==> config.mk <==
export PLATFORM = sky130hd
export DESIGN_NAME = ppsl_ctrl
export DESIGN_NICKNAME = d
export VERILOG_FILES = /design/src/rtl/ppsl_pkg.sv /design/src/rtl/ppsl_ctrl.sv
export SDC_FILE = /design/constraint.sdc
export NUM_CORES = 1
export LEC_CHECK = 0
export ABC_CLOCK_PERIOD_IN_PS = 1800
export BUFFER_PORTS_ARGS = -buffer_cell sky130_fd_sc_hd__buf_2
export CORE_UTILIZATION = 45
export CTS_BUF_LIST = sky130_fd_sc_hd__clkbuf_16
export DETAILED_ROUTE_END_ITERATION = 16
export PLACE_DENSITY = 0.77
export SLEW_MARGIN = 10
export SYNTH_ARGS = -nofsm -noshare
export SYNTH_HDL_FRONTEND = slang
export SYNTH_SLANG_ARGS = --single-unit
==> constraint.sdc <==
create_clock -name clock -period 1.8 [get_ports clock]
set_clock_uncertainty 0.2 [all_clocks]
set_input_delay 0.18 -clock clock [delete_from_list [all_inputs] [get_ports clock]]
set_output_delay 0.18 -clock clock [all_outputs]
set_load 0.05 [all_outputs]
==> src/rtl/ppsl_pkg.sv <==
// Shared types and constants of the peak-to-peak sound level meter.
// Used by the controller, the datapath and the top level; depends on nothing.
package ppsl_pkg;

   localparam int SAMPLE_BITS_DEF = 10;
   localparam int TIME_BITS_DEF   = 32;

   localparam int CAL_BITS        = 10;
   localparam int SENS_BITS       = 15;
   localparam int SENS_TERM_BITS  = SENS_BITS + 2;
   localparam int INTERVAL_BITS   = 32;
   localparam int CSR_DATA_BITS   = 32;
   localparam int CSR_ADDR_BITS   = 3;

   localparam int PCT_BITS        = 14;
   localparam int DB_BITS         = 15;

   localparam int FRAC_BITS       = 24;
   localparam int MANT_BITS       = 31;
   // The top quotient bit flags a percentage of 16384 or more.
   localparam int QUOT_BITS       = 15;
   localparam int CNT_BITS        = 5;
   localparam int DB_SHIFT        = 40;

   localparam int SENS_FULL       = 10000;
   localparam int SENS_OFFSET     = 1000;
   localparam int RANGE_SCALE     = 9000;

   localparam logic [26:0]          PCT_SCALE = 27'd90000000;
   localparam logic [26:0]          DB_K      = 27'd72008302;
   localparam logic [PCT_BITS-1:0]  PCT_MAX   = 14'd10000;
   localparam logic [DB_BITS-1:0]   DB_MAX    = 15'd32767;

   typedef enum logic [CSR_ADDR_BITS-1:0] {
      CSR_CAL_MODE = 3'd0,
      CSR_CAL_LOW  = 3'd1,
      CSR_CAL_HIGH = 3'd2,
      CSR_SENS     = 3'd3,
      CSR_INTERVAL = 3'd4
   } csr_index_type;

   typedef enum logic [3:0] {
      ST_IDLE,
      ST_MUL,
      ST_RNUM,
      ST_PREP,
      ST_DIV,
      ST_NORM_NUM,
      ST_SQ_NUM,
      ST_LOAD_DEN,
      ST_NORM_DEN,
      ST_SQ_DEN,
      ST_DIFF,
      ST_DBMUL,
      ST_FINISH
   } state_type;

   typedef enum logic [3:0] {
      OP_NONE,
      OP_MUL,
      OP_RNUM,
      OP_PREP,
      OP_DIV_STEP,
      OP_NORM_STEP,
      OP_MANT,
      OP_SQ_STEP,
      OP_LOAD_DEN,
      OP_DIFF,
      OP_DBMUL,
      OP_FINISH
   } op_type;

   typedef struct packed {
      logic   accept;
      op_type op;
   } cmd_type;

   typedef struct packed {
      logic publish;
      logic norm_done;
      logic out_busy;
   } status_type;

endpackage

==> src/rtl/ppsl_ctrl.sv <==
// Controller of the sound level meter: sequences the datapath through a window close.
// Depends on ppsl_pkg for the state, command and status types.
module ppsl_ctrl import ppsl_pkg::*; (
   input  logic       clock,
   input  logic       reset,
   input  logic       req_valid,
   output logic       req_ready,
   input  status_type status,
   output cmd_type    cmd
);

   state_type             state_ff, state_in;
   logic [CNT_BITS-1:0]   cnt_ff, cnt_in;

   always_ff @(posedge clock) begin
      if (reset) begin
         state_ff <= ST_IDLE;
         cnt_ff   <= '0;
      end else begin
         state_ff <= state_in;
         cnt_ff   <= cnt_in;
      end
   end

   always_comb begin
      state_in   = state_ff;
      cnt_in     = cnt_ff;
      cmd.accept = 1'b0;
      cmd.op     = OP_NONE;
      req_ready  = 1'b0;
      case (state_ff)
         ST_IDLE: begin
            req_ready = 1'b1;
            if (req_valid) begin
               cmd.accept = 1'b1;
               if (status.publish) begin
                  state_in = ST_MUL;
               end
            end
         end
         ST_MUL: begin
            cmd.op   = OP_MUL;
            state_in = ST_RNUM;
         end
         ST_RNUM: begin
            cmd.op   = OP_RNUM;
            state_in = ST_PREP;
         end
         ST_PREP: begin
            cmd.op   = OP_PREP;
            cnt_in   = CNT_BITS'(QUOT_BITS - 1);
            state_in = ST_DIV;
         end
         ST_DIV: begin
            cmd.op = OP_DIV_STEP;
            if (cnt_ff == '0) begin
               state_in = ST_NORM_NUM;
            end else begin
               cnt_in = cnt_ff - 1'b1;
            end
         end
         ST_NORM_NUM: begin
            if (status.norm_done) begin
               cmd.op   = OP_MANT;
               cnt_in   = CNT_BITS'(FRAC_BITS - 1);
               state_in = ST_SQ_NUM;
            end else begin
               cmd.op = OP_NORM_STEP;
            end
         end
         ST_SQ_NUM: begin
            cmd.op = OP_SQ_STEP;
            if (cnt_ff == '0) begin
               state_in = ST_LOAD_DEN;
            end else begin
               cnt_in = cnt_ff - 1'b1;
            end
         end
         ST_LOAD_DEN: begin
            cmd.op   = OP_LOAD_DEN;
            state_in = ST_NORM_DEN;
         end
         ST_NORM_DEN: begin
            if (status.norm_done) begin
               cmd.op   = OP_MANT;
               cnt_in   = CNT_BITS'(FRAC_BITS - 1);
               state_in = ST_SQ_DEN;
            end else begin
               cmd.op = OP_NORM_STEP;
            end
         end
         ST_SQ_DEN: begin
            cmd.op = OP_SQ_STEP;
            if (cnt_ff == '0) begin
               state_in = ST_DIFF;
            end else begin
               cnt_in = cnt_ff - 1'b1;
            end
         end
         ST_DIFF: begin
            cmd.op   = OP_DIFF;
            state_in = ST_DBMUL;
         end
         ST_DBMUL: begin
            cmd.op   = OP_DBMUL;
            state_in = ST_FINISH;
         end
         ST_FINISH: begin
            // The result register must be free or emptying this cycle.
            if (!status.out_busy) begin
               cmd.op   = OP_FINISH;
               state_in = ST_IDLE;
            end
         end
         default: begin
            state_in = ST_IDLE;
         end
      endcase
   end

endmodule

==> results.md, run 1 <==
- Status: complete, but fails checks
- Failing checks: setup timing
- DRT Pass-1 Iters: 5
- Die W: 45 um
- Grt ovf: 0
- Worst reg-to-reg path cell count: 7
- Worst VDD drop: roughly 0.9 mV
- Worst-path fanout max: 2
- Final hold violations: 0
- Area of the multi-input gates: 756 sq um
- Avg Vias per Cell: a little over 6
- RR Endpoint: cnt_ff[4]
- CP Buf/Inv Count: 1
- Yosys warns: 0
- Crit path largest cell delay: 0.45 ns
- Sequential fraction of the synthesis area: between 20% and 30%
- Sequential share of power: around 18%
- Commonest non-fill, non-tap cell in the layout: buf_4
- Mapped Nets: between 100 and 150
- Commonest cells after routing, fill and taps aside: buf_4, nand2_1, buf_6, nor2_1
- Worst-skew pair later-pin latency: around 0.24 ns
- Area Overhead vs Synth: 71.1%
- Min Tclk post-route: about 1.9 ns
- TritonCTS buffer count: 3
- Share of layout cells above drive strength 1: between 50% and 60%
- Fill cells: 95
- Static leakage: around 0.57 nW
- Critical path depth in cells: 7
- Setup TNS: -0.398 ns
- Initial antenna violation count: 0
- CTS hold repair buffers: 0
- Synth Flop Type: dfxtp_1
- Combinational Power Share: between 50% and 60%
- Slew @ Worst Pin: ~0.30 ns
- CP top delay family: compound AO/OA/AOI/OAI gates
- Setup ws final: -0.0919 ns
- Clk slew on worst S/H paths: approximately 0.040 ns
- Core box area: about 1700 sq um
- Relative slew margins: between 70 and 80%
- Die area: just over 2000 sq um
- CP Launch Point: cnt_ff[1]
- Sink Count: 9
- Synth cell types: 48
- Startpoint Class: register
- Iter 0 DRT Violations: 50
- Routed WL: 3190 um
- Asr flop ratio synth: 0%
- P per Cell Area: between 1000 and 1500 nW/um^2
- Sw Pwr: ~0.0006 W
- HPWL after DPL: between 1500 and 2000 um
- CP arrival: roughly 1.8 ns
- Post-Synthesis Cells: around 110
- Largest net degree at the start of global routing: 15
- Fin area: 1420 sq um
- Worst Hold Class: in -> reg
- Switching part of the total: approximately 40%
- WP data required: 1.72 ns
- CP Cell Sequence: inv_2, ha_4, nor4b_4, a2111o_1, and4_4, a31oi_4, a21oi_2
- H-tree depth: 1
- Fmax achieved: between 500 and 600 MHz
- FF+latch area: 195 sq um
- I/O Buffers: 11
- Row cnt: 15
- Vias: approximately 1k
- Post-DRT Antenna Nets: 0
- Period utilisation layout: 105%
- Longest Clk Path Bufs: 2
- Slowest cell on crit path: a2111o_1
- Kind of critical path: reg -> reg
- Routed WL per cell: 19.3 um
- Power Internal: 0.000875 W
- Clock group share of total power: ~27%
- GR Util All Layers: 30.1%
- Initial core utilization: between 40% and 50%
- Layout Utilization: between 80 and 90%
- Nets: approximately 150
- Setup violations, final: 7
- Antenna cells: 0
- Unrepaired setup endpoints after global routing: true
- Mapped Avg Cell Area: ~7.6 sq um
- Critical Path Sink: cnt_ff[4]
- Post-synth EDFFs: 0
- Reg-to-Reg Start: cnt_ff[1]
- Ports: 12
- Pins Over Slew Limit: 0
- Netlist Area Pre-Place: between 800 and 900 sq um
- Die height: roughly 45 um
- Placed inst area: a little over 1000 sq um
- Critical Path End Type: register
- CTS Root Cell: clkbuf_16
- Worst reg2reg setup slack: -0.09 ns
- CTS tree: built
- Vias in the first global route: a little under 900
- RD Place Congestion: ~0.9
- Drc violations: 0
- Seq cells post-synth: 9
- MaxCap Viol Count: 0
- First-pass GRT wire length: approximately 4300 um
==> sequential cells by signal (all words and copies together) (netlist names) <==
| register | cells |
|---|---|
| cnt_ff | 5 |
| state_ff | 4 |
==> worst min path at each step <==
stage | startpoint | to | slack, ns | cells past startpoint
after detailed placement | reset | cnt_ff[1] | 0.28 | 2
after floorplan | status[0] | state_ff[0] | 0.28 | 4
after global placement | reset | cnt_ff[1] | 0.28 | 2
final | reset | cnt_ff[0] | 0.05 | 2
after global routing | reset | state_ff[0] | 0.06 | 2
after CTS | reset | cnt_ff[1] | 0.02 | 2
==> through the flow <==
stage | setup WS, ns | std cells | total power (W) | hold WS [ns]
after floorplan | -0.177 | 109 | 0.000696 | 0.276
after global placement | -0.0186 | 150 | 0.000826 | 0.278
after detailed placement | -0.0671 | 150 | 0.000846 | 0.279
after CTS | -0.0475 | 160 | 0.00134 | 0.0249
after global routing | -0.158 | 165 | 0.00154 | 0.0597
final | -0.0919 | 165 | 0.00148 | 0.0475
==> cells by family (layout without fill, tap and decap cells) <==
group                      after synthesis  count (layout)  share of synthesized area [%]
AOI/OAI and AO/OA                       37              37                           31.9
buffers and inverters                   16              47                           9.17
xor gates and xnor gates                 1               1                           1.05
muxes                                    2               2                           2.41
and+or+nand+nor                         42              42                           30.8
DFF                                      9               9                           21.7
adders and majority gates                2               2                           3.01
==> per-layer routing <==
metal	GRT usage, %	wire length, um	vias to the layer above
met3	4.40	247	11
met1	37.2	1280	480
met2	49.0	1570	62
li1	-	-	463
met5	0	0	-
met4	18.8	91	0
==> cell type report <==
cell class	count	area share [%]
clock buffers	3	5.27
clock inverters	1	0.351
inverters	7	1.85
multi-input cells	84	53.1
flip-flops and latches	9	13.7
well taps	25	2.20
repair buffers	36	23.6
==> power by group through the flow <==
stage / Sequential, W / Combinational (W) / Clock, W
2_1_floorplan: 0.000251 / 0.000445 / 0
3_3_place_gp: 0.000262 / 0.000564 / 0
3_5_place_dp: 0.000265 / 0.000581 / 0
4_1_cts: 0.000264 / 0.000667 / 0.000409
5_1_grt: 0.000275 / 0.000851 / 0.000415
6_report: 0.000273 / 0.000808 / 0.000400
==> cell usage after synthesis (2+ instances only) <==
library cell | count | share of area, %
nand2_1 | 11 | 5.0
dfxtp_1 | 9 | 22
a21oi_1 | 8 | 4.8
nor2_1 | 8 | 3.6
inv_1 | 7 | 3.2
buf_2 | 4 | 2.4
o21ai_0 | 4 | 2.4
o21ai_1 | 4 | 2.4
a31oi_1 | 3 | 2.3
nand2b_1 | 3 | 2.3
o22ai_1 | 3 | 2.3
clkbuf_1 | 2 | 0.90
ha_1 | 2 | 3.0
mux2i_1 | 2 | 2.4
nor2_2 | 2 | 1.5
nor2b_1 | 2 | 1.5
nor3_1 | 2 | 1.2
nor3b_1 | 2 | 1.8
o31ai_1 | 2 | 1.8
==> repair_timing <==
| action | in CTS | in global routing |
|---|---|---|
| endpoints found under the setup margin | 12 | 14 |
| gates resized for setup | 30 | 32 |
| setup buffers | 6 | 5 |
| pin swaps | 8 | 13 |
Power figures use the tool's default switching activity.
==> inputs of run 2 (changes only) <==
Settings changed: PLACE_DENSITY 0.77 to 0.68.
==> run 2 against run 1 <==
  * The run still ends with setup timing left
  * Sequential share of layout area barely moved
  * Count of clock-buffer cells in the layout did not move
  * Routed wire length fell by 8.1%
  * Setup slack got worse by 0.065 ns
  * Clock power barely moved
  * Largest power group unchanged
  * Via count rose by 3.4%
  * Critical path type is now reg -> out
  * Worst hold slack got worse by 0.011 ns
  * Non-clock buffer count rose by 10
==> results.md, run 2 (same netlist as run 1, synthesis figures left out) <==
- Status: complete, but fails checks
- Failing checks: setup timing
- CTS Root Cell: clkbuf_16
- Switching part of the total: approximately two fifths
- CTS hold repair buffers: 0
- Worst reg2reg setup slack: -0.05 ns
- Top Registers: cnt_ff: 5 flops, state_ff: 4 flops
- Longest Clk Path Bufs: 2
- Setup violations, final: 6
- Vias: around 1.1k
- RR Endpoint: cnt_ff[4]
- Vias in the first global route: slightly below 900
- Drc violations: 0
- WP data required: about 1.4 ns
- Commonest cells after routing, fill and taps aside: buf_4, buf_6, nand2_1, a21oi_1, nor2_1
- Sequential share of power: between 10% and 20%
- Worst reg-to-reg path cell count: 5
- Period utilisation layout: 109%
- I/O Buffers: 11
- Unrepaired setup endpoints after global routing: true
- HPWL after DPL: ~1600 um
- Static leakage: approximately 0.61 nW
- CP top delay family: flip-flops
- Iter 0 DRT Violations: 44
- Kind of critical path: reg -> out
- Hold depth: 2
- Fmax achieved: between 500 and 600 MHz
- Grt ovf: 0
- Sink Count: 9
- Sw Pwr: 0.000588 W
- MaxCap Viol Count: 0
- Routed WL: 2930 um
- Startpoint Class: register
- Worst Hold Class: in -> reg
- Worst VDD drop: about 0.8 mV
- Commonest non-fill, non-tap cell in the layout: buf_4
- Most Frequent Cell on Critical Path: nand2_1
- Die height: 45 um
- Share of layout cells above drive strength 1: 56.7%
- Clock group share of total power: between 20% and 30%
- CP Cell Sequence: buf_6, nor2b_4, nand2_1, o21ai_1, nand2_1, o211ai_1, buf_4
- RD Place Congestion: 0.901
- CTS tree: built
- Post-DRT Antenna Nets: 0
- Slew @ Worst Pin: 0.316 ns
- Initial antenna violation count: 0
- Largest net degree at the start of global routing: 12
- Worst hold endpoint: state_ff[2]
- Routed WL per cell: between 15 and 20 um
- TritonCTS buffer count: 3
- Critical Path End Type: output port
- DRT Pass-1 Iters: 4
- WHS: between 0.03 and 0.04 ns
- Final hold violations: 0
- P per Cell Area: 1030 nW/um^2
- Initial core utilization: 48.2%
- Crit path largest cell delay: around 0.39 ns
- CP Buf/Inv Count: 2
- GR Util All Layers: 29.6%
- Nets: ~160
- Die area: 2030 sq um
- Power Internal: 0.000895 W
- Area Overhead vs Synth: 72.9%
- Setup ws final: -0.157 ns
- Worst hold start: reset
- Min Tclk post-route: between 1.5 and 2 ns
- Reg-to-Reg Start: state_ff[2]
- Avg Vias per Cell: ~6.0
- Worst-skew pair later-pin latency: 0.24 ns
- Antenna cells: 0
- Max reg flops: 5
- Row cnt: 15
- Relative slew margins: 78.6%
- First-pass GRT wire length: approximately 4300 um
- Worst-path fanout max: 6
- Register name with the most flops: cnt_ff
- Placed inst area: between 1000 and 1500 sq um
- H-tree depth: 1
- Combinational Power Share: between 50% and 60%
- Clk slew on worst S/H paths: about 0.04 ns
- Ports: 12
- Die W: 45 um
- Pins Over Slew Limit: 0
- Core box area: ~1700 sq um
- CP arrival: roughly 1.6 ns
- Fin area: around 1400 sq um
- Slowest cell on crit path: dfxtp_4
- Critical path depth in cells: 7
run 2: how the worst max path moves through the flow:
stage                startpoint          end
finish              state_ff[2]       cmd[1]
global route        state_ff[2]       cmd[1]
CTS                 state_ff[2]       cmd[4]
detailed placement  state_ff[0]    cnt_ff[4]
global placement    state_ff[0]    cnt_ff[4]
floorplan           state_ff[1]  state_ff[2]
run 2: what timing repair did:
| action | CTS | global route |
|---|---|---|
| buffers inserted | 5 | 4 |
| setup endpoints to repair | 11 | 13 |
| cloned | 1 | 0 |
| resized for setup | 32 | 25 |
| pin swaps | 5 | 10 |
run 2: power groups by stage:
stage | registers, W | clock network, W | logic [W]
2_1_floorplan | 0.000251 | 0 | 0.000445
3_3_place_gp | 0.000273 | 0 | 0.000585
3_5_place_dp | 0.000274 | 0 | 0.000598
4_1_cts | 0.000273 | 0.000409 | 0.000665
5_1_grt | 0.000280 | 0.000419 | 0.000855
6_report | 0.000279 | 0.000397 | 0.000807
run 2: layer usage:
metal	routed length [um]	up-vias	global-route usage (%)
met2	1370	60	44.6
met1	1250	502	42.9
li1	-	482	-
met4	75	0	10.9
met5	0	-	0
met3	224	7	3.60
run 2: area by class of cell:
class                      instances  area [sq um]
clock buffer                       3          75.1
clock inverter                     1          5.00
fill                             101           288
inverter                           7          26.3
multi-input combinational         84           703
sequential                         9           198
tap                               25          31.3
timing repair buffer              46           400
run 2: worst register-to-register path, delay by kind of cell, from the launching register on:
family | cells | cell delay (ns)
and+or+nand+nor | 2 | 0.69
DFF | 1 | 0.39
AOI/OAI and AO/OA | 3 | 0.45
run 2: per-stage QoR:
| stage | setup TNS, ns | worst slack [ns] | power [W] | instances | utilization [%] |
|---|---|---|---|---|---|
| 4_1_cts | -0.0744 | -0.0240 | 0.00135 | 171 | 76.2 |
| 3_5_place_dp | -0.119 | -0.0398 | 0.000872 | 161 | 62.6 |
| 3_3_place_gp | -0.0119 | -0.0119 | 0.000858 | 161 | 62.6 |
| 6_report | -0.345 | -0.157 | 0.00148 | 175 | 83.3 |
| 5_1_grt | -0.708 | -0.210 | 0.00155 | 175 | 83.3 |
| 2_1_floorplan | -0.862 | -0.177 | 0.000696 | 109 | - |
==> inputs of run 3 (changes only) <==
Settings changed: CORE_MARGIN set to 8, CTS_BUF_LIST sky130_fd_sc_hd__clkbuf_16 to unset.
==> run 3 against run 2 <==
  * Largest cell class unchanged
  * Core utilization is 7.2 points lower
  * Register-to-register slack better by 0.02 ns
  * Count of clock-buffer cells in the layout grew 1
  * Total power decreased by 22%
  * Cell area is 8.6% lower
  * The run still ends with setup timing left
==> results.md, run 3 (same netlist as run 1, synthesis figures left out) <==
- Ports: 12
- Most Frequent Cell on Critical Path: nand2_1
- Routed WL per cell: 15.3 um
- Switching part of the total: a little over two fifths
- Fin area: about 1300 sq um
- HPWL after DPL: about 1600 um
- CTS tree: built
- Register name with the most flops: cnt_ff
- Commonest non-fill, non-tap cell in the layout: buf_4
- Static leakage: approximately 0.56 nW
- Area Overhead vs Synth: 58.0%
- Fill cells: roughly 130
- WHS: 0.196 ns
- MaxCap Viol Count: 0
- Status: complete, but fails checks
- Pins Over Slew Limit: 0
- Worst reg-to-reg path cell count: 7
- RD Place Congestion: a little under 0.9
- Largest net degree at the start of global routing: 12
- Worst reg2reg setup slack: -0.03 ns
- CP Cell Sequence: buf_6, nor2b_4, nand2_1, o21ai_2, nand2_1, o211ai_1, buf_4
- CP Buf/Inv Count: 2
- Fmax achieved: 520 MHz
- Critical Path Sink: cmd[1]
- Sequential share of power: a little under a quarter
- Kind of critical path: reg -> out
- Vias in the first global route: a little under 900
- Unrepaired setup endpoints after global routing: true
- Share of layout cells above drive strength 1: 53.0%
- Worst VDD drop: approximately 0.53 mV
- Iter 0 DRT Violations: 20
- Place WS: -0.00309 ns
- GR Util All Layers: 14.2%
- Clk slew on worst S/H paths: 0.06 ns
- Startpoint Class: register
- Initial core utilization: between 40% and 50%
- Slowest cell on crit path: dfxtp_4
- Max reg flops: 5
- P per Cell Area: a little under 900 nW/um^2
- Setup violations, final: 5
- TritonCTS buffer count: 3
- Crit path largest cell delay: 0.39 ns
- CTS Root Cell: clkbuf_4
- DRT Pass-1 Iters: 4
- Sink Count: 9
- Placed inst area: 1040 sq um
- Critical path depth in cells: 7
- Clock group share of total power: between 10% and 20%
- Commonest cells after routing, fill and taps aside: buf_4, nand2_1, nor2_1, a21oi_1, buf_6
- WP data required: about 1.4 ns
- Worst Hold Class: in -> reg
- Longest Clk Path Bufs: 2
- Post-DRT Antenna Nets: 0
- Setup ws final: -0.124 ns
- Drc violations: 0
- Combinational Power Share: 63.8%
- Critical Path End Type: output port
- CP arrival: roughly 1.5 ns
- Failing checks: setup timing
- Reg-to-Reg Start: cnt_ff[1]
- Initial antenna violation count: 0
- Worst-path fanout max: 6
- Die W: slightly below 60 um
- Die height: 59 um
- Routed WL: between 2000 and 3000 um
- Grt ovf: 0
- Row cnt: 15
- H-tree depth: 1
- Sw Pwr: 0.000510 W
- Worst-skew pair later-pin latency: roughly 0.25 ns
- Avg Vias per Cell: 5.67
- Die area: around 3500 sq um
- Min Tclk post-route: between 1.5 and 2 ns
- Vias: around 1000
- Relative slew margins: about 76%
- Period utilisation layout: 107%
- Core box area: ~1700 sq um
- CP Launch Point: state_ff[2]
- Top Registers: cnt_ff: 5 flops, state_ff: 4 flops
- I/O Buffers: 11
- RR Endpoint: cnt_ff[4]
- First-pass GRT wire length: around 4000 um
- Antenna cells: 0
- Slew @ Worst Pin: about 0.36 ns
- Nets: about 160
- CP top delay family: flip-flops
- Final hold violations: 0
- Power Internal: around 0.00065 W
- Layout Utilization: 76.2%
## run 3: changes by cell type in the layout (fill, tap and decap cells not counted), sizes merged
cell / change
dlygate4sd3: +1
clkinv: -1
clkbuf: +2
buf: -3
## run 3: worst min path at each step
stage / slack (ns) / depth (start not counted) / end / from
global route: 0.21 / 5 / state_ff[0] / status[0]
global placement: 0.27 / 2 / cnt_ff[1] / reset
detailed placement: 0.28 / 2 / cnt_ff[1] / reset
finish: 0.20 / 5 / state_ff[0] / status[0]
CTS: 0.17 / 5 / state_ff[0] / status[0]
floorplan: 0.28 / 4 / state_ff[0] / status[0]
## run 3: layer usage
layer	vias to the layer above	wire length, um	track usage [%]
met5	-	0	0
met4	0	56	6.48
met3	10	159	2.17
met2	41	1360	23.4
met1	458	1080	17.7
li1	477	-	-
## run 3: worst reg2reg max path: stages, from the launching register on
cell and delay, ns:
dfxtp_2 0.34, inv_2 0.05, ha_4 0.15, nor4b_4 0.13, a2111o_1 0.43, and4_1 0.19, a31oi_1 0.13, a21oi_1 0.08
## run 3: final cells by class
cell class / instances / area [sq um] / share of cell area, %
inverters: 7 / 26.3 / 2.00
well taps: 25 / 31.3 / 2.38
multi-input cells: 84 / 667 / 50.7
repair buffers: 45 / 369 / 28.1
flip-flops and latches: 9 / 195 / 14.8
clock buffers: 4 / 26.3 / 2.00
## run 3: repair_timing
item                                    4_1_cts  5_1_grt
endpoints found under the setup margin        9       13
hold endpoints to repair                      1        0
cloned                                        0        0
hold buffers                                  1        0
resized for setup                            27       15
buffers inserted                             10        4
pin swaps                                     7        8
## run 3: power groups by stage
stage	Sequential (W)	Combinational, W	Clock, W
2_1_floorplan	0.000251	0.000445	0
3_3_place_gp	0.000269	0.000574	0
3_5_place_dp	0.000271	0.000580	0
4_1_cts	0.000266	0.000664	0.000159
5_1_grt	0.000275	0.000788	0.000166
6_report	0.000272	0.000741	0.000148
## run 3: metrics by stage
step	cells	power [W]	setup TNS [ns]
2_1_floorplan	109	0.000696	-0.862
3_3_place_gp	155	0.000843	0
3_5_place_dp	155	0.000851	-0.00601
4_1_cts	170	0.00109	-0.0311
5_1_grt	174	0.00123	-0.667
6_report	174	0.00116	-0.199
